<file path="config.mk">
export PLATFORM = sky130hd
export DESIGN_NAME = lpsm_fifo
export DESIGN_NICKNAME = d
export VERILOG_FILES = /design/src/sv/lpsm_pkg.sv /design/src/sv/lpsm_fifo.sv
export SDC_FILE = /design/constraint.sdc
export NUM_CORES = 1
export LEC_CHECK = 0
export BUFFER_PORTS_ARGS = -buffer_cell sky130_fd_sc_hd__buf_2
export CAP_MARGIN = 20
export CORE_UTILIZATION = 54
export CTS_BUF_LIST = sky130_fd_sc_hd__clkbuf_16
export CTS_CLUSTER_DIAMETER = 30
export CTS_CLUSTER_SIZE = 14
export DETAILED_ROUTE_END_ITERATION = 6
export GPL_ROUTABILITY_DRIVEN = 0
export PLACE_DENSITY = 0.89
export SYNTH_ARGS = -nofsm -noshare
export SYNTH_HDL_FRONTEND = slang
export SYNTH_SLANG_ARGS = --single-unit
</file>
<file path="constraint.sdc">
create_clock -name i_clk -period 3.8 [get_ports i_clk]
set_input_delay 0.19 -clock i_clk [delete_from_list [all_inputs] [get_ports i_clk]]
set_output_delay 0.19 -clock i_clk [all_outputs]
set_load 0.02 [all_outputs]
</file>
<file path="src/sv/lpsm_pkg.sv">
// Shared types, codes and default sizes for the linear probe slot map.
`default_nettype none

package lpsm_pkg;

    // Default sizes handed to the top-level parameters.
    localparam int TABLE_ENTRIES_DEF = 4096;
    localparam int SLOT_LIMIT_DEF    = 1024;
    localparam int KEY_WIDTH_DEF     = 16;

    // Fixed field widths.
    localparam int MODE_W   = 2;
    localparam int KEY_IN_W = 16;
    localparam int STATUS_W = 3;
    localparam int SLOT_W   = 10;
    localparam int CNT_W    = 11;

    localparam logic [CNT_W-1:0] MAX_ENT_RESET = 11'd1024;

    // Depth of the queue between front and back.
    localparam int Q_DEPTH = 2;
    localparam int Q_PTR_W = $clog2(Q_DEPTH);

    // Request modes.
    localparam logic [MODE_W-1:0] MODE_LOOKUP = 2'd0;
    localparam logic [MODE_W-1:0] MODE_ADD    = 2'd1;
    localparam logic [MODE_W-1:0] MODE_CLEAR  = 2'd2;

    // Classified operation carried from front to back.
    typedef enum logic [2:0] {
        OP_LOOKUP,
        OP_ADD,
        OP_CLEAR,
        OP_BAD,
        OP_NONE
    } t_op;

    // Result status codes.
    typedef enum logic [STATUS_W-1:0] {
        ST_FOUND     = 3'd0,
        ST_NOT_FOUND = 3'd1,
        ST_ADDED     = 3'd2,
        ST_PRESENT   = 3'd3,
        ST_FULL      = 3'd4,
        ST_EXHAUSTED = 3'd5,
        ST_BAD_KEY   = 3'd6,
        ST_CLEARED   = 3'd7
    } t_status;

    typedef struct packed {
        t_op                 op;
        logic [KEY_IN_W-1:0] key;
    } t_cmd;

endpackage

`default_nettype wire

</file>
<file path="src/sv/lpsm_fifo.sv">
// Short command queue between the front and back stages.
`default_nettype none

module lpsm_fifo (
    input  wire logic           i_clk,
    input  wire logic           i_rst_n,
    input  wire logic           i_push,
    input  wire lpsm_pkg::t_cmd i_cmd,
    output logic                o_full,
    output logic                o_valid,
    output lpsm_pkg::t_cmd      o_cmd,
    input  wire logic           i_pop
);

    localparam int CNT_BITS = $clog2(lpsm_pkg::Q_DEPTH + 1);

    lpsm_pkg::t_cmd                   r_entries [lpsm_pkg::Q_DEPTH];
    logic [lpsm_pkg::Q_PTR_W-1:0]     r_wr_ptr;
    logic [lpsm_pkg::Q_PTR_W-1:0]     r_rd_ptr;
    logic [CNT_BITS-1:0]              r_count;
    logic                             do_pop;

    assign o_full  = (r_count == CNT_BITS'(lpsm_pkg::Q_DEPTH));
    assign o_valid = (r_count != '0);
    assign o_cmd   = r_entries[r_rd_ptr];
    assign do_pop  = i_pop && o_valid;

    always_ff @(posedge i_clk) begin
        if (!i_rst_n) begin
            r_wr_ptr <= '0;
            r_rd_ptr <= '0;
            r_count  <= '0;
        end else begin
            if (i_push) begin
                r_wr_ptr <= r_wr_ptr + 1'b1;
            end
            if (do_pop) begin
                r_rd_ptr <= r_rd_ptr + 1'b1;
            end
            if (i_push && !do_pop) begin
                r_count <= r_count + 1'b1;
            end else if (do_pop && !i_push) begin
                r_count <= r_count - 1'b1;
            end
        end
    end

    always_ff @(posedge i_clk) begin
        if (i_push) begin
            r_entries[r_wr_ptr] <= i_cmd;
        end
    end

endmodule

`default_nettype wire

</file>
* Word level (Yosys, flattened, before mapping) *
Memories as Yosys holds them, arrays and structs flattened. A register that Yosys moved wholly into a read port is not among the register bits.
Index checks and enable logic that the tools add are counted.

word-level totals
  output and inout bits = 21
  bits of input ports = 23
  bits in writable memories = 38
  memories = 1
  register bits = 4
  word-level logic and storage cells = 22

memories
  memory     words  width  read ports  clocked after memory_dff  wr ports  line             source
  r_entries  2      19     1           1                         1         lpsm_fifo.sv:17  lpsm_pkg::t_cmd r_entries [lpsm_pkg::Q_DEPTH];

cells by class
  $add $sub $neg = 4
  multiplexer cells = 6
  equality and inequality tests = 1
  reduce and logical (&&, ||, !) cells = 7

operator list
  cell                                                                 count
  1-bit two-way mux                                                    4
  2-bit two-way mux                                                    2
  2-bit nonzero test                                                   2
  1-bit logical AND                                                    3
  1-bit adder (second input constant)                                  2
  2-bit by 1-bit adder with 2-bit output (second input constant)       1
  2-bit equality test (second input constant)                          1
  1-bit logical NOT                                                    2
  2-bit by 1-bit subtractor with 2-bit output (second input constant)  1

* Longest topological paths before layout *
  depth after elaboration = 5
  depth in mapped cells = 5
  gate-level depth less buffers = 5

* Worst setup path before layout *
Ideal clock, no wire load.

  path kind = register -> register
  start = register r_wr_ptr
  end = memory r_entries[0][0] (netlist bit) (enable)
  data required time = 3,402 ps
  path slack = 2,193 ps
  cell stages (with the launch flop) = 2
  library setup time = 398 ps
  arrival time = 1,209 ps
  clock period less this slack = 1,607 ps
  buffers on the path = 0
  cell sequence = dfxtp_1 -> nor2b_1

RTL lines
  what                      line             source
  start: declaration        lpsm_fifo.sv:18  logic [lpsm_pkg::Q_PTR_W-1:0] r_wr_ptr;
  start signal: assignment  lpsm_fifo.sv:35  r_wr_ptr <= r_wr_ptr + 1'b1;
  end: declaration          lpsm_fifo.sv:17

No word-level cell before the write port.

==> qor.yml <==
clock_sinks: 43
fin_cells: 160
drive_above_1_share_pct: 54.3
hold_path_depth: 1
cap_violations: 0
p_leak_nw: 0.755
skew_ps: 2.28
clk_latency_ps: 280
fmax_ghz: 0.525
dieArea_sq_mm: 0.00316
cts.repair.resized: 0
p_per_area_mw_per_mm2: 668
yosysTopAreaCellShare_pct: 71.9
yosys.area.top_type: "edfxtp_1"
grt_max_degree: 21
syn_avg_cell_area_sq_um: 19.6
power.total_mw: 1.31
netlist_top_cells_area: "edfxtp_1 72%, mux2_2 13%, dfxtp_1 6.3%, and2_1 1.6%, nor2b_1 1.2%"
tritoncts: "done"
ios: 44
first_iter_violations: 24
worstPathArrival_ps: 1720
fin_area_sq_mm: 0.00197
avgRoutedWirePerCell_um: 15.2
n_antenna_cell: 0
post-place-cells: 153
synth_edf_count: 38
hold_path_end: "r_entries[1][1]"
clk_pin_slew_ps: 50
worstMarginPinSlew_ps: 1010
root_buffer: "clkbuf_16"
setup_viol: 0
ys_seq_elements: 43
regToRegSetupSlack_ps: 2270
hp-start: "i_cmd[1]"
grt_overflow: 0
hold_buffers: 0
whs_ps: 99.7
die_w_um: 56.2
regToRegEndpoint: "r_count[1]"
grt_pass1_wl_um: 3790
grt_pass1_vias: 847
reg2reg_depth: 4
hold_viol: 0
h-tree-depth: 2
ant_nets: 0
grt.total_usage_pct: 17.3
crit_path_end_kind: "output pin"
critPathBufInv: 1
routed_wl_um: 2440
cp_slowest_cell: "dfxtp_1"
yosysWarnings: 0
hpwl_um: 1680
cpLargestDelayFamily: "flip-flops"
synth_commonest_cells: "38 x edfxtp_1, 19 x mux2_2, 5 x dfxtp_1"
final_max_slew_viol_count: 0
syn_nets: 105
floorplan.initialDensity_pct: 57.1
setup_tns_ps: 0
post-route-min-period_ps: 1910
synthFlopType: "edfxtp_1"
yosysSeqAreaShare_pct: 78.2
ctsLongestPathBuffers: 2
die_h_um: 56.2
netlist_area_sq_mm: 0.00159
r2r-start: "r_count[0]"
critPathMaxStageDelay_ps: 850
required_ps: 3610
peakVddDrop_uv: 629
drc_errors: 0
hp-class: "in -> reg"
port_buffers: 43
status: "complete, no violations"
nNetsFinal: 153
cts_setup_buffers: 0
fin_crit_sh_pct: 50.2
syn_inst: 81
place_area_sq_mm: 0.00183
dr.pass1.iters: 4
cts_buffers: 5
placementRows: 19
critPathMaxFanout: 19
crit_type: "reg -> out"
rsz0062_at_grt: "no"
antenna_found_initial: 0
relSlewSlack_pct: 32.4
crit_chain: "mux2_2 > buf_2"
area_delta_synth_final_pct: 23.8
async_reset_ff_share_pct: 0
yosys.cell_count.top_type: "edfxtp_1"
cp-start-kind: "register"
synth_cell_types: 16
avgViaCountPerCell: 5.38
num_vias: 860
coreArea_sq_mm: 0.00278
## where the power goes
part           internal [mW]  switching (mW)
Sequential             0.559          0.0516
Combinational          0.156           0.164
Clock                  0.235           0.147
## state kept, by name (all words and copies together) (netlist names), named ones only
signal / flops
r_entries: 38
r_count: 2
r_rd_ptr: 1
r_wr_ptr: 1
## kinds of logic (layout without fill, tap and decap cells)
family                   Yosys count  count (layout)  share of synthesized area, %
XOR/XNOR                           3               3                          1.66
AO/OA/AOI/OAI                      4               4                          1.58
flip-flops                        43              43                          78.2
buffers and inverters              2              50                         0.788
AND/OR/NAND/NOR                    9               9                          3.55
adder cells (fa/ha/maj)            1               1                         0.788
multiplexers                      19              19                          13.5
## worst register-to-register path, cell delays in order, from the launching register on
cell and delay, ps:
dfxtp_1 350, o21ai_1 230, ha_1 300, or3_1 380, a21boi_1 190
## layout make-up
class / count / area, sq um
Timing Repair Buffer: 43 / 215
Tap cell: 31 / 38.8
Clock inverter: 2 / 8.76
Sequential cell: 43 / 1240
Multi-Input combinational cell: 36 / 337
Fill cell: 187 / 816
Clock buffer: 5 / 125
## placed cells by master (no fill, tap or decap), types with 2 or more instances in the layout
cell	instances
dfxtp_1	5
nor2b_1	2
buf_2	43
xnor2_1	2
edfxtp_1	38
mux2_2	19
clkbuf_16	5
and2_1	4
## metrics by stage
stage / setup slack, ps / utilization [%]
2_1_floorplan: 2190 / -
3_5_place_dp: 2160 / 65.9
4_1_cts: 1860 / 70.7
6_report: 1890 / 70.7
5_1_grt: 1780 / 70.7
3_3_place_gp: 2210 / 65.9
## how the worst max path moves through the flow
| stage | from | to | slack [ps] | cells past startpoint |
|---|---|---|---|---|
| after floorplan | r_wr_ptr | r_entries[0][0] | 2190 | 1 |
| after global routing | register | o_cmd[3] | 1780 | 2 |
| final | register | o_cmd[4] | 1890 | 2 |
| after CTS | register | o_cmd[11] | 1860 | 2 |
| after global placement | register | o_cmd[3] | 2210 | 2 |
| after detailed placement | register | o_cmd[3] | 2160 | 2 |
## routing by layer
layer	track usage, %	up-vias	wire length, um
li1	-	404	-
met1	18.1	408	865
met2	30.3	42	1360
met3	6.51	6	154
met4	8.36	0	56
met5	0	-	0
Power figures use the tool's default switching activity.
