<file path="src/sv/lpsm_pkg.sv">
// Shared types, codes and default sizes for the linear probe slot map.
`default_nettype none

package lpsm_pkg;

    // Default sizes handed to the top-level parameters.
    localparam int TABLE_ENTRIES_DEF = 4096;
    localparam int SLOT_LIMIT_DEF    = 1024;
    localparam int KEY_WIDTH_DEF     = 16;

    // Fixed field widths.
    localparam int MODE_W   = 2;
    localparam int KEY_IN_W = 16;
    localparam int STATUS_W = 3;
    localparam int SLOT_W   = 10;
    localparam int CNT_W    = 11;

    localparam logic [CNT_W-1:0] MAX_ENT_RESET = 11'd1024;

    // Depth of the queue between front and back.
    localparam int Q_DEPTH = 2;
    localparam int Q_PTR_W = $clog2(Q_DEPTH);

    // Request modes.
    localparam logic [MODE_W-1:0] MODE_LOOKUP = 2'd0;
    localparam logic [MODE_W-1:0] MODE_ADD    = 2'd1;
    localparam logic [MODE_W-1:0] MODE_CLEAR  = 2'd2;

    // Classified operation carried from front to back.
    typedef enum logic [2:0] {
        OP_LOOKUP,
        OP_ADD,
        OP_CLEAR,
        OP_BAD,
        OP_NONE
    } t_op;

    // Result status codes.
    typedef enum logic [STATUS_W-1:0] {
        ST_FOUND     = 3'd0,
        ST_NOT_FOUND = 3'd1,
        ST_ADDED     = 3'd2,
        ST_PRESENT   = 3'd3,
        ST_FULL      = 3'd4,
        ST_EXHAUSTED = 3'd5,
        ST_BAD_KEY   = 3'd6,
        ST_CLEARED   = 3'd7
    } t_status;

    typedef struct packed {
        t_op                 op;
        logic [KEY_IN_W-1:0] key;
    } t_cmd;

endpackage

`default_nettype wire

</file>
<file path="src/sv/lpsm_front.sv">
// Input stage: accept items, mask the key and classify the request.
`default_nettype none

module lpsm_front #(
    parameter int KEY_WIDTH = lpsm_pkg::KEY_WIDTH_DEF
) (
    input  wire logic                          i_clk,
    input  wire logic                          i_rst_n,
    input  wire logic                          i_valid,
    output logic                               o_ready,
    input  wire logic [lpsm_pkg::MODE_W-1:0]   i_mode,
    input  wire logic [lpsm_pkg::KEY_IN_W-1:0] i_key,
    input  wire logic                          i_hold,
    input  wire logic                          i_full,
    output logic                               o_push,
    output lpsm_pkg::t_cmd                     o_cmd
);

    localparam logic [lpsm_pkg::KEY_IN_W-1:0] KEY_MASK =
        (KEY_WIDTH >= lpsm_pkg::KEY_IN_W) ? '1
                                          : lpsm_pkg::KEY_IN_W'((32'd1 << KEY_WIDTH) - 32'd1);

    logic                              r_valid;
    lpsm_pkg::t_cmd                    r_cmd;
    lpsm_pkg::t_cmd                    n_cmd;
    logic [lpsm_pkg::KEY_IN_W-1:0]     key_m;
    logic                              accept;

    assign key_m   = i_key & KEY_MASK;
    assign o_push  = r_valid && !i_full;
    assign o_ready = !i_hold && (!r_valid || !i_full);
    assign accept  = i_valid && o_ready;
    assign o_cmd   = r_cmd;

    always_comb begin
        n_cmd.key = key_m;
        case (i_mode)
            lpsm_pkg::MODE_LOOKUP: begin
                n_cmd.op = (key_m == '0) ? lpsm_pkg::OP_BAD : lpsm_pkg::OP_LOOKUP;
            end
            lpsm_pkg::MODE_ADD: begin
                n_cmd.op = (key_m == '0) ? lpsm_pkg::OP_BAD : lpsm_pkg::OP_ADD;
            end
            lpsm_pkg::MODE_CLEAR: begin
                n_cmd.op = lpsm_pkg::OP_CLEAR;
            end
            default: begin
                n_cmd.op = lpsm_pkg::OP_NONE;
            end
        endcase
    end

    always_ff @(posedge i_clk) begin
        if (!i_rst_n) begin
            r_valid <= 1'b0;
        end else if (accept) begin
            r_valid <= 1'b1;
        end else if (o_push) begin
            r_valid <= 1'b0;
        end
    end

    always_ff @(posedge i_clk) begin
        if (accept) begin
            r_cmd <= n_cmd;
        end
    end

endmodule

`default_nettype wire

</file>
<file path="config.mk">
export PLATFORM = sky130hd
export DESIGN_NAME = lpsm_front
export DESIGN_NICKNAME = d
export VERILOG_FILES = /design/src/sv/lpsm_pkg.sv /design/src/sv/lpsm_front.sv
export SDC_FILE = /design/constraint.sdc
export NUM_CORES = 1
export LEC_CHECK = 0
export ABC_CLOCK_PERIOD_IN_PS = 1350
export BUFFER_PORTS_ARGS = -buffer_cell sky130_fd_sc_hd__clkbuf_2
export CORE_ASPECT_RATIO = 1.4
export CORE_MARGIN = 2
export CORE_UTILIZATION = 25
export DETAILED_ROUTE_END_ITERATION = 8
export GPL_TIMING_DRIVEN = 0
export HOLD_SLACK_MARGIN = 0.03
export PLACE_DENSITY = 0.61
export SYNTH_ARGS = -nofsm -noshare
export SYNTH_HDL_FRONTEND = slang
export SYNTH_SLANG_ARGS = --single-unit
</file>
<file path="constraint.sdc">
create_clock -name i_clk -period 1.35 [get_ports i_clk]
set_clock_uncertainty 0.15 [all_clocks]
set_input_delay 0.2025 -clock i_clk [delete_from_list [all_inputs] [get_ports i_clk]]
set_output_delay 0.2025 -clock i_clk [all_outputs]
set_load 0.005 [all_outputs]
</file>
; Yosys cells after proc, flatten, opt, wreduce, memory -nomap -nowiden
; Cells that the tools add are included.
[word_totals]
regBits = 20
elab_cells = 20
[op_classes]
eq_ne = 2
muxes = 5
reduce_logical = 10
[op_table]
columns = operator, count
row1 = $logic_not A16 Y1, 1
row2 = $pmux W3 S3, 1
row3 = $mux W2, 2
row4 = $logic_and A1 B1 Y1, 3
row5 = $logic_not A1 Y1, 3
row6 = $eq A2 B1 Y1 const B, 1
row7 = $eq A2 B2 Y1 const B, 1
row8 = $logic_not A2 Y1, 1
row9 = $mux W1, 2
row10 = $reduce_bool A2 Y1, 1
row11 = $logic_or A1 B1 Y1, 1

; Longest topological paths before layout
; Gate-level depths: netlist of the first run.
[logic_depth]
word_depth = 5
mapped_depth = 3
mapped_depth_nobuf = 3

; Worst setup path after synthesis of the first run
; Ideal clock, no wire load.
[synth_timing]
path_type = flip-flop to flip-flop
from = reg r_valid
to = reg r_cmd, in the netlist o_cmd[0] (enable)
setup_time_ns = 0.377
arrival_ns = 1.016
path_slack_ns = -0.193
path_stages_with_launch = 3
path_buffers = 0
cell_sequence = dfxtp_1 -> a21oi_1 -> and2_1
[synth_between]
elab_chain_cells = 4
[synth_lines]
columns = element, line_no
row1 = start: declaration, lpsm_front.sv:23  ; logic r_valid;
row2 = start signal: assignment, lpsm_front.sv:55  ; r_valid <= 1'b0;
row3 = start signal: assignment, lpsm_front.sv:57  ; r_valid <= 1'b1;
row4 = start signal: assignment, lpsm_front.sv:59  ; r_valid <= 1'b0;
row5 = $logic_not A1 Y1, lpsm_front.sv:31  ; assign o_ready = !i_hold && (!r_valid || !i_full);
row6 = $logic_or A1 B1 Y1, lpsm_front.sv:31
row7 = $logic_and A1 B1 Y1, lpsm_front.sv:31
row8 = named net o_ready, lpsm_front.sv:10  ; output logic o_ready,
row9 = $logic_and A1 B1 Y1, lpsm_front.sv:32  ; assign accept = i_valid && o_ready;
row10 = named net accept, lpsm_front.sv:27  ; logic accept;
row11 = end signal: assignment, lpsm_front.sv:65  ; r_cmd <= n_cmd;
row12 = end: declaration, lpsm_front.sv:24  ; lpsm_pkg::t_cmd r_cmd;
; The timed path passes the listed nets, and every way through them passes these cells.
; A chain may end at the register's enable or synchronous reset.

; Worst setup path after layout of the first run
[layout_timing]
from = reg r_valid
to = out o_push
[layout_between]
elab_chain_cells = 1
[layout_lines]
columns = element, line_no
row1 = $logic_and A1 B1 Y1, lpsm_front.sv:30  ; assign o_push = r_valid && !i_full;
row2 = end: declaration, lpsm_front.sv:15  ; output logic o_push,
; No other way between the ends.

==> out/results.ini, run 1 <==
[power]
p_int_uw=907
pwr-share-seq_pct=63.0
combPwrFrac_pct=12.7
switching_share_pct=20.4
switchingPower_uw=233
peakVddDrop_uv=492
power_density_nw_per_um2=960
p_leak_nw=0.502
clkPwrFrac_pct=24.3

[grt]
antenna_found_initial=0
grt_util_all_layers_pct=9.70
overflow=0
grt_pass1_vias=576
grt_max_degree=20
grt_pass1_wl_um=2370

[setup_path]
cp-start-kind=flop
setup.worst_path.end_class=primary output
worstPathRequired_ns=1.00
path_cells=nor2b_1, clkbuf_2
arrival_ns=0.92
rrSetupSlack_ns=0.08
worst_path_largest_cell_delay_ns=0.38
crit_family=flip-flops
cp_num_buf_inv=1
critPathKind=flop to primary output
crit_path_max_fanout=3
slowest_stage=dfxtp_1

[sta]
setup_viol=0
finalHoldViolations=0
rsz0062_at_grt=no
fmax_ghz=0.786
finalCriticalPeriod_ns=1.27
relSlewSlack_pct=78.4
finalCritPeriodShare_pct=94.2
worstMarginPinSlew_ns=0.322
slew_violations=0

[drt]
firstDrtPassIters=2
vias=567
vias_per_cell=4.08
route.detailed.drc=0
antenna_left=0
drtIter0Drc=7
wl_per_cell_um=10.7
wl_um=1490

[logic_synthesis]
synth_area_per_cell_um2=19.7
synth.cell_area_um2=688
synth_top_area_share_pct=82.9
seq_area_frac_synth_pct=85.8
async_flop_share_pct=0
netlist_instances=35
synth.distinct_cells=13
ys_ff_latch=20
syn_nets=58
synth-edff-count=19
netlist_top_cells_area=edfxtp_1 (83%), dfxtp_1 (2.9%), nor4_1 (2.7%), and2_1 (1.8%), nor4_2 (1.8%)
synth_largest_area_cell=edfxtp_1
yosysWarnings=0
synth_flop_cell=edfxtp_1
synth_top_cells_by_count=edfxtp_1 (19), nor4_1 (3), a21oi_1 (2), and2_1 (2)
synth_most_common_cell=edfxtp_1

[placement]
numPlacedInstances=114
dpl.hpwl_um=1040
port_buffers=43
place_congestion=0.642

[floorplan]
rows=22
core_area_um2=2620
initial_core_util_pct=26.3
die_w_um=48.3
num_io_pins=44
die-area_um2=3190
die_h_um=66.1

[cells_and_area]
drive_above_1_share_pct=49.5
final_util_pct=45.4
nets=127
antennaDiodeCount=0
area_delta_synth_final_pct=72.5
stdcell_count=139
fillers=257

[clock_tree]
clkTransAtPathRegs_ns=0.11
cts_root_buffer=clkbuf_4
cts_tree=built
htree_num_levels=1
clk_latency_ns=0.28
clock_path_buffers=2
clkSinkCount=20
numCtsBuffers=3

[job]
drv_cap=0

[outcome]
status=finished clean

[worst_hold_path]
hold_class=input port to flop

-- stage by stage --
step	cell area, um^2	worst slack (ns)	hold WS (ns)	setup TNS (ns)	power (mW)
detailed placement	950	-0.0996	0.250	-1.89	0.827
global placement	950	-0.0663	0.246	-1.25	0.824
floorplan	689	0.0134	0.151	0	0.756
global route	1190	0.0295	0.0734	0	1.19
finish	1190	0.0777	0.0590	0	1.14
CTS	1170	0.0536	0.0435	0	1.15
-- kinds of logic after synthesis --
| group | synth area share [%] |
|---|---|
| multiplexers | 1.45 |
| AND/OR/NAND/NOR | 9.64 |
| buffers and inverters | 0.545 |
| flip-flops | 85.8 |
| AO/OA/AOI/OAI | 2.55 |
-- power by group through the flow --
| stage | clock network [mW] | registers, mW | logic (mW) |
|---|---|---|---|
| after floorplan | 0 | 0.735 | 0.0207 |
| after global placement | 0 | 0.731 | 0.0924 |
| after detailed placement | 0 | 0.733 | 0.0948 |
| after CTS | 0.293 | 0.718 | 0.137 |
| after global routing | 0.306 | 0.721 | 0.160 |
| final | 0.277 | 0.718 | 0.144 |
-- area by class of cell --
| type | count | area [um^2] | area share [%] |
|---|---|---|---|
| sequential | 20 | 591 | 49.7 |
| timing repair buffer | 63 | 413 | 34.8 |
| multi-input combinational | 15 | 109 | 9.17 |
| tap | 36 | 45.0 | 3.79 |
| clock buffer | 3 | 22.5 | 1.90 |
| clock inverter | 1 | 3.75 | 0.316 |
| inverter | 1 | 3.75 | 0.316 |
-- final timing paths --
kind | end | from | cells after the start
hold / removal | o_cmd[16]$_DFFE_PP_ | i_mode[1] | 2
setup / recovery | o_push | r_valid$_SDFFE_PN0P_ | 2
hold reg to reg | r_valid$_SDFFE_PN0P_ | r_valid$_SDFFE_PN0P_ | 2
setup reg to reg | o_cmd[13]$_DFFE_PP_ | r_valid$_SDFFE_PN0P_ | 3
-- metal layers --
| metal | up-vias | GRT usage (%) | share of wire (%) |
|---|---|---|---|
| met2 | 27 | 17.9 | 54 |
| li1 | 280 | - | - |
| met1 | 260 | 10.9 | 39 |
| met3 | 0 | 1.81 | 7.1 |
| met4 | 0 | 4.29 | 0 |
| met5 | - | 0 | 0 |
-- placed cells by master (no fill, tap or decap) --
cell and count:
clkbuf_2 43, and2_4 2, nand2_1 1, edfxtp_1 19, nor2b_1 1, and2_1 1
nor4_1 3, nor4_2 1, nand4_1 1, buf_4 1, nand2b_1 1, mux2i_1 1
dlygate4sd3_1 19, dfxtp_1 1, a21boi_0 1, a21oi_2 1, clkbuf_4 3, inv_1 1
clkinv_1 1, a21oi_1 1
-- state kept, by name (all words and copies together), names as in the netlist --
signal   flops
o_cmd       19
r_valid      1
-- timing repair --
| item | in CTS | in global routing |
|---|---|---|
| endpoints found under the setup margin | 19 | 20 |
| endpoints found under the hold margin | 17 | 0 |
| hold buffers | 19 | 0 |
| pin swaps | 0 | 2 |
| buffers inserted | 0 | 1 |
| gates cloned | 0 | 1 |
| gates resized for setup | 1 | 2 |
-- worst register-to-register path, delay by kind of cell, from the launching register on --
| family | cells | cell delay, ns |
|---|---|---|
| AO/OA/AOI/OAI | 1 | 0.15 |
| buffers and inverters | 1 | 0.13 |
| AND/OR/NAND/NOR | 1 | 0.22 |
| flip-flops | 1 | 0.34 |
Power figures use the tool's default switching activity.
==> inputs of run 2 (changes only) <==
--- a/config.mk
+++ b/config.mk
@@ -5,6 +5,7 @@
 export SDC_FILE = /design/constraint.sdc
 export NUM_CORES = 1
 export LEC_CHECK = 0
+export ABC_AREA = 1
 export ABC_CLOCK_PERIOD_IN_PS = 1350
 export BUFFER_PORTS_ARGS = -buffer_cell sky130_fd_sc_hd__clkbuf_2
 export CORE_ASPECT_RATIO = 1.4
@@ -13,7 +14,7 @@
 export DETAILED_ROUTE_END_ITERATION = 8
 export GPL_TIMING_DRIVEN = 0
 export HOLD_SLACK_MARGIN = 0.03
-export PLACE_DENSITY = 0.61
+export PLACE_DENSITY = 0.6
 export SYNTH_ARGS = -nofsm -noshare
 export SYNTH_HDL_FRONTEND = slang
 export SYNTH_SLANG_ARGS = --single-unit
==> run 2 against run 1 <==
Global-route usage fell by 0.65 points. Sequential share of layout area grew 0.21 points. Cell count increased by 0.72%. Worst hold slack gained 0.041 ns. Flip-flop and latch count unchanged. Count of clock-buffer cells in the layout did not move. Synthesized area grew 6.2%. First-iteration DRC count is 57% higher. Total power increased by 8.7%. Utilization down 3.4 points. Final area shrank 0.21%. Largest power group unchanged.
==> out/results.ini, run 2 <==
[outcome]
status=finished clean

[power]
power_density_nw_per_um2=1050
p_leak_nw=0.516
peakVddDrop_uv=396

[setup_path]
path_cells=nand2_2, inv_2, nor2_1, clkbuf_2
arrival_ns=0.93
cp-start-kind=flop
setup.worst_path.end_class=primary output
worst_path_largest_cell_delay_ns=0.32
crit_path_max_fanout=2
slowest_stage=dfxtp_2
worstPathRequired_ns=1.00
critPathKind=flop to primary output
cp_num_buf_inv=2
crit_family=flip-flops

[cells_and_area]
design_area_um2=1180
largest_reg_flops=19
final_util_pct=42.0
layout_commonest_cell=clkbuf_2
drive_above_1_share_pct=41.7
nets=127
fillers=289
antennaDiodeCount=0
final_cell_mix=clkbuf_2 (27), edfxtp_1 (19), dlygate4sd3_1 (14)
area_delta_synth_final_pct=62.2

[drt]
antenna_left=0
wl_um=1570
vias_per_cell=4.07
vias=570
route.detailed.drc=0
firstDrtPassIters=2
wl_per_cell_um=11.2
drtIter0Drc=11

[floorplan]
num_io_pins=44
initial_core_util_pct=25.9
rows=23
die-area_um2=3380
die_w_um=49.7
core_area_um2=2820
die_h_um=68.0

[clock_tree]
cts_root_buffer=clkbuf_8
cts_tree=built
numCtsBuffers=3
clkTransAtPathRegs_ns=0.07
htree_num_levels=1
clock_path_buffers=2
clk_latency_ns=0.25
clkSinkCount=20

[placement]
dpl-instance-area_um2=1010
dpl.hpwl_um=1170
place_congestion=0.698
port_buffers=43

[logic_synthesis]
synth.distinct_cells=10
synth_most_common_cell=edfxtp_1
synth-edff-count=19
synth_largest_area_cell=edfxtp_1
ys_ff_latch=20
netlist_instances=54
synth_top_cells_by_count=edfxtp_1 (19), nor2_1 (11), nand2_1 (10)
yosysWarnings=0
seq_area_frac_synth_pct=80.8
synth_flop_cell=edfxtp_1
synth_top_area_share_pct=78.1
netlist_top_cells_area=edfxtp_1 (78%), nor2_1 (5.7%), nand2_1 (5.1%), inv_1 (3.1%), dfxtp_1 (2.7%)
syn_nets=77
synth_area_per_cell_um2=13.5
synth.cell_area_um2=731
async_flop_share_pct=0

[sta]
finalCriticalPeriod_ns=1.29
rsz0062_at_grt=no
whs_ns=0.0998
setup_viol=0
finalHoldViolations=0
worstMarginPinSlew_ns=0.168
relSlewSlack_pct=88.7
fmax_ghz=0.777
finalCritPeriodShare_pct=95.4
slew_violations=0

[grt]
grt_util_all_layers_pct=9.05
grt_pass1_wl_um=2280
grt_max_degree=20
antenna_found_initial=0
grt_pass1_vias=565
overflow=0

[worst_hold_path]
hold_class=input port to flop

[job]
drv_cap=0

==> run 2: cell types whose count changed after synthesis, sizes merged, moves of 2 or more <==
cell | before | now
nor4 | 4 | 0
and2 | 2 | 0
inv | 1 | 6
nand3 | 0 | 2
nand2 | 1 | 10
nor2 | 0 | 13
a21oi | 2 | 0
==> run 2: metal layers <==
layer  GRT usage [%]  vias to the layer above  wire, um
met1            8.25                      265       519
met2            17.5                       21       929
met5               0                        -         0
met3           0.655                        4        86
li1                -                      280         -
met4            8.68                        0        33
==> run 2: final timing paths <==
check	from	endpoint	slack, ns	depth (start not counted)
worst min-delay path	i_mode[1]	o_cmd[18]$_DFFE_PP_	0.1	3
worst max register to register	r_valid$_SDFFE_PN0P_	o_cmd[6]$_DFFE_PP_	0.09	4
worst min register to register	r_valid$_SDFFE_PN0P_	r_valid$_SDFFE_PN0P_	0.42	4
worst max-delay path	r_valid$_SDFFE_PN0P_	o_ready	0.06	4
==> run 2: power breakdown <==
group	leakage, nW	switching, mW	internal, mW
Combinational	0.306	0.0630	0.0758
Sequential	0.187	0.00705	0.711
Clock	0.0231	0.180	0.202
Total	0.516	0.250	0.989
==> run 2: layout make-up <==
type | count | area [um^2] | share of cell area [%]
Multi-Input combinational cell | 28 | 146 | 12.4
Tap cell | 37 | 46.3 | 3.91
Inverter | 6 | 22.5 | 1.90
Sequential cell | 20 | 592 | 49.9
Clock buffer | 3 | 41.3 | 3.48
Clock inverter | 1 | 3.75 | 0.317
Timing Repair Buffer | 45 | 333 | 28.1
==> run 2: worst reg2reg max path: cells and delay by family (launching register included) <==
family        cells  cell delay [ns]
flops             1             0.32
simple gates      2             0.26
buf+inv           2             0.23
==> run 2: what timing repair did <==
action	in CTS	in global routing
resized for setup	0	9
setup buffers	1	0
pin swaps	1	12
hold buffers	17	0
setup endpoints to repair	19	2
endpoints found under the hold margin	17	0
==> run 2: logic make-up (layout without fill, tap and decap cells) <==
kind of cell	count (synthesis)	after routing	synth area share [%]
buffers and inverters	6	55	3.08
AOI/OAI and AO/OA	1	1	0.684
DFF	20	20	80.8
and+or+nand+nor	27	27	15.4
==> run 2: per-stage QoR <==
step,std cells,power (mW),setup WS [ns],TNS (ns)
after floorplan,54,0.767,-0.0838,-1.59
after global placement,134,0.835,-0.239,-4.52
after detailed placement,134,0.840,-0.274,-5.19
after CTS,156,1.27,0.0261,0
after global routing,140,1.29,0.00113,0
final,140,1.24,0.0626,0
==> inputs of run 3 (changes only) <==
--- a/config.mk
+++ b/config.mk
@@ -8,13 +8,15 @@
 export ABC_AREA = 1
 export ABC_CLOCK_PERIOD_IN_PS = 1350
 export BUFFER_PORTS_ARGS = -buffer_cell sky130_fd_sc_hd__clkbuf_2
+export CELL_PAD_IN_SITES_DETAIL_PLACEMENT = 1
+export CELL_PAD_IN_SITES_GLOBAL_PLACEMENT = 2
 export CORE_ASPECT_RATIO = 1.4
 export CORE_MARGIN = 2
-export CORE_UTILIZATION = 25
+export CORE_UTILIZATION = 22
 export DETAILED_ROUTE_END_ITERATION = 8
 export GPL_TIMING_DRIVEN = 0
 export HOLD_SLACK_MARGIN = 0.03
-export PLACE_DENSITY = 0.6
+export PLACE_DENSITY = 0.79
 export SYNTH_ARGS = -nofsm -noshare
 export SYNTH_HDL_FRONTEND = slang
 export SYNTH_SLANG_ARGS = --single-unit
==> run 3 against run 2 <==
Sequential power hardly changed. Non-clock buffer count is 3 higher. Routed wire length is 12% higher. Clock power is 54% higher. Flip-flop and latch count stayed put. Worst hold slack worse by 0.0050 ns. Total power is 17% higher. Highest routed layer unchanged. Combinational power is 4% higher. Critical endpoint is now o_cmd[17]$_DFFE_PP_. Cell count is 4.3% higher.
==> out/results.ini, run 3 (same netlist as run 2, synthesis figures left out) <==
[clock_tree]
clk_latency_ns=0.25
clkTransAtPathRegs_ns=0.07
htree_num_levels=1
numCtsBuffers=3
cts_tree=built
cts_root_buffer=clkbuf_8
clkSinkCount=20
clock_path_buffers=2

[setup_path]
critPathKind=input port to flop
cp-start-kind=input port
setup.worst_path.end_class=flop
crit_path_max_fanout=2
worstPathRequired_ns=1.32
arrival_ns=1.25

[sta]
whs_ns=0.0948
worstMarginPinSlew_ns=0.169
relSlewSlack_pct=88.7
setup_viol=0
finalHoldViolations=0
fmax_ghz=0.781
tns_ns=0
finalCriticalPeriod_ns=1.28
finalCritPeriodShare_pct=94.9
slew_violations=0

[cells_and_area]
layout_commonest_cell=clkbuf_2
multi_input_area_um2=156
nets=130
final_cell_mix=clkbuf_2 (30), edfxtp_1 (19), dlygate4sd3_1 (15)
drive_above_1_share_pct=46.2
largest_reg_flops=19
area_delta_synth_final_pct=69.5
regArea_um2=592
fillers=357

[grt]
overflow=0
grt_pass1_wl_um=2790
grt_max_degree=20
grt_pass1_vias=662
antenna_found_initial=1
grt_util_all_layers_pct=10.2

[floorplan]
die_h_um=72.2
die_w_um=52.7
num_io_pins=44
core_area_um2=3150
rows=24
die-area_um2=3800
initial_core_util_pct=23.2

[power]
power_density_nw_per_um2=1170
p_leak_nw=0.534
peakVddDrop_uv=536

[drt]
wl_um=1750
drtIter0Drc=7
wl_per_cell_um=12.0
antenna_left=0
firstDrtPassIters=4
vias=581
route.detailed.drc=0
vias_per_cell=3.98

[placement]
place_congestion=0.618
port_buffers=43
dpl.hpwl_um=1330

[job]
drv_cap=0

[worst_hold_path]
hold_class=input port to flop

[outcome]
status=finished clean

run 3: area by class of cell:
cell class | instances | share of cell area, %
well taps | 39 | 3.94
flip-flops and latches | 20 | 47.8
multi-input cells | 28 | 12.6
clock buffers | 3 | 3.33
diodes | 1 | 0.202
clock inverters | 1 | 2.42
inverters | 6 | 1.82
repair buffers | 48 | 27.9
run 3: stage by stage:
| step | util (%) | cell area (um^2) | instances | power, mW | worst slack [ns] |
|---|---|---|---|---|---|
| finish | 39.3 | 1240 | 146 | 1.45 | 0.0691 |
| global route | 39.3 | 1240 | 146 | 1.51 | -0.00150 |
| CTS | 40.3 | 1270 | 158 | 1.47 | 0.00170 |
| detailed placement | 32.0 | 1010 | 136 | 0.843 | -0.283 |
| global placement | 32.0 | 1010 | 136 | 0.837 | -0.263 |
| floorplan | - | 746 | 54 | 0.767 | -0.0838 |
run 3: metal layers:
metal,share of wire (%),up-vias,GRT usage (%)
li1,-,284,-
met1,38,262,10.6
met2,52,31,17.4
met3,7.4,4,1.23
met4,2.9,0,9.12
met5,0,-,0
run 3: worst max-delay path, stage by stage:
cell	delay (ns)
dlygate4sd3_1	0.57
nor2_2	0.13
nand2_2	0.08
nor2_4	0.11
nand3_1	0.08
nand2_1	0.08
run 3: path summary, 6_finish.rpt:
kind | from | depth (start not counted) | end | slack (ns)
setup / recovery | i_key[13] | 6 | o_cmd[17]$_DFFE_PP_ | 0.07
hold / removal | i_mode[1] | 3 | o_cmd[18]$_DFFE_PP_ | 0.09
setup reg to reg | r_valid$_SDFFE_PN0P_ | 4 | o_cmd[9]$_DFFE_PP_ | 0.10
hold reg to reg | r_valid$_SDFFE_PN0P_ | 4 | r_valid$_SDFFE_PN0P_ | 0.42
run 3: what timing repair did:
action                                 CTS  global route
endpoints found under the hold margin   17             0
buffers inserted                         1             0
gates resized for setup                  0            11
pin swaps                                1            12
hold buffers                            17             0
setup endpoints to repair               19             2
run 3: where the power goes:
group | internal, mW | switching, mW | total [mW]
sequential | 0.711 | 0.00740 | 0.718
clock | 0.395 | 0.192 | 0.587
combinational | 0.0787 | 0.0662 | 0.145
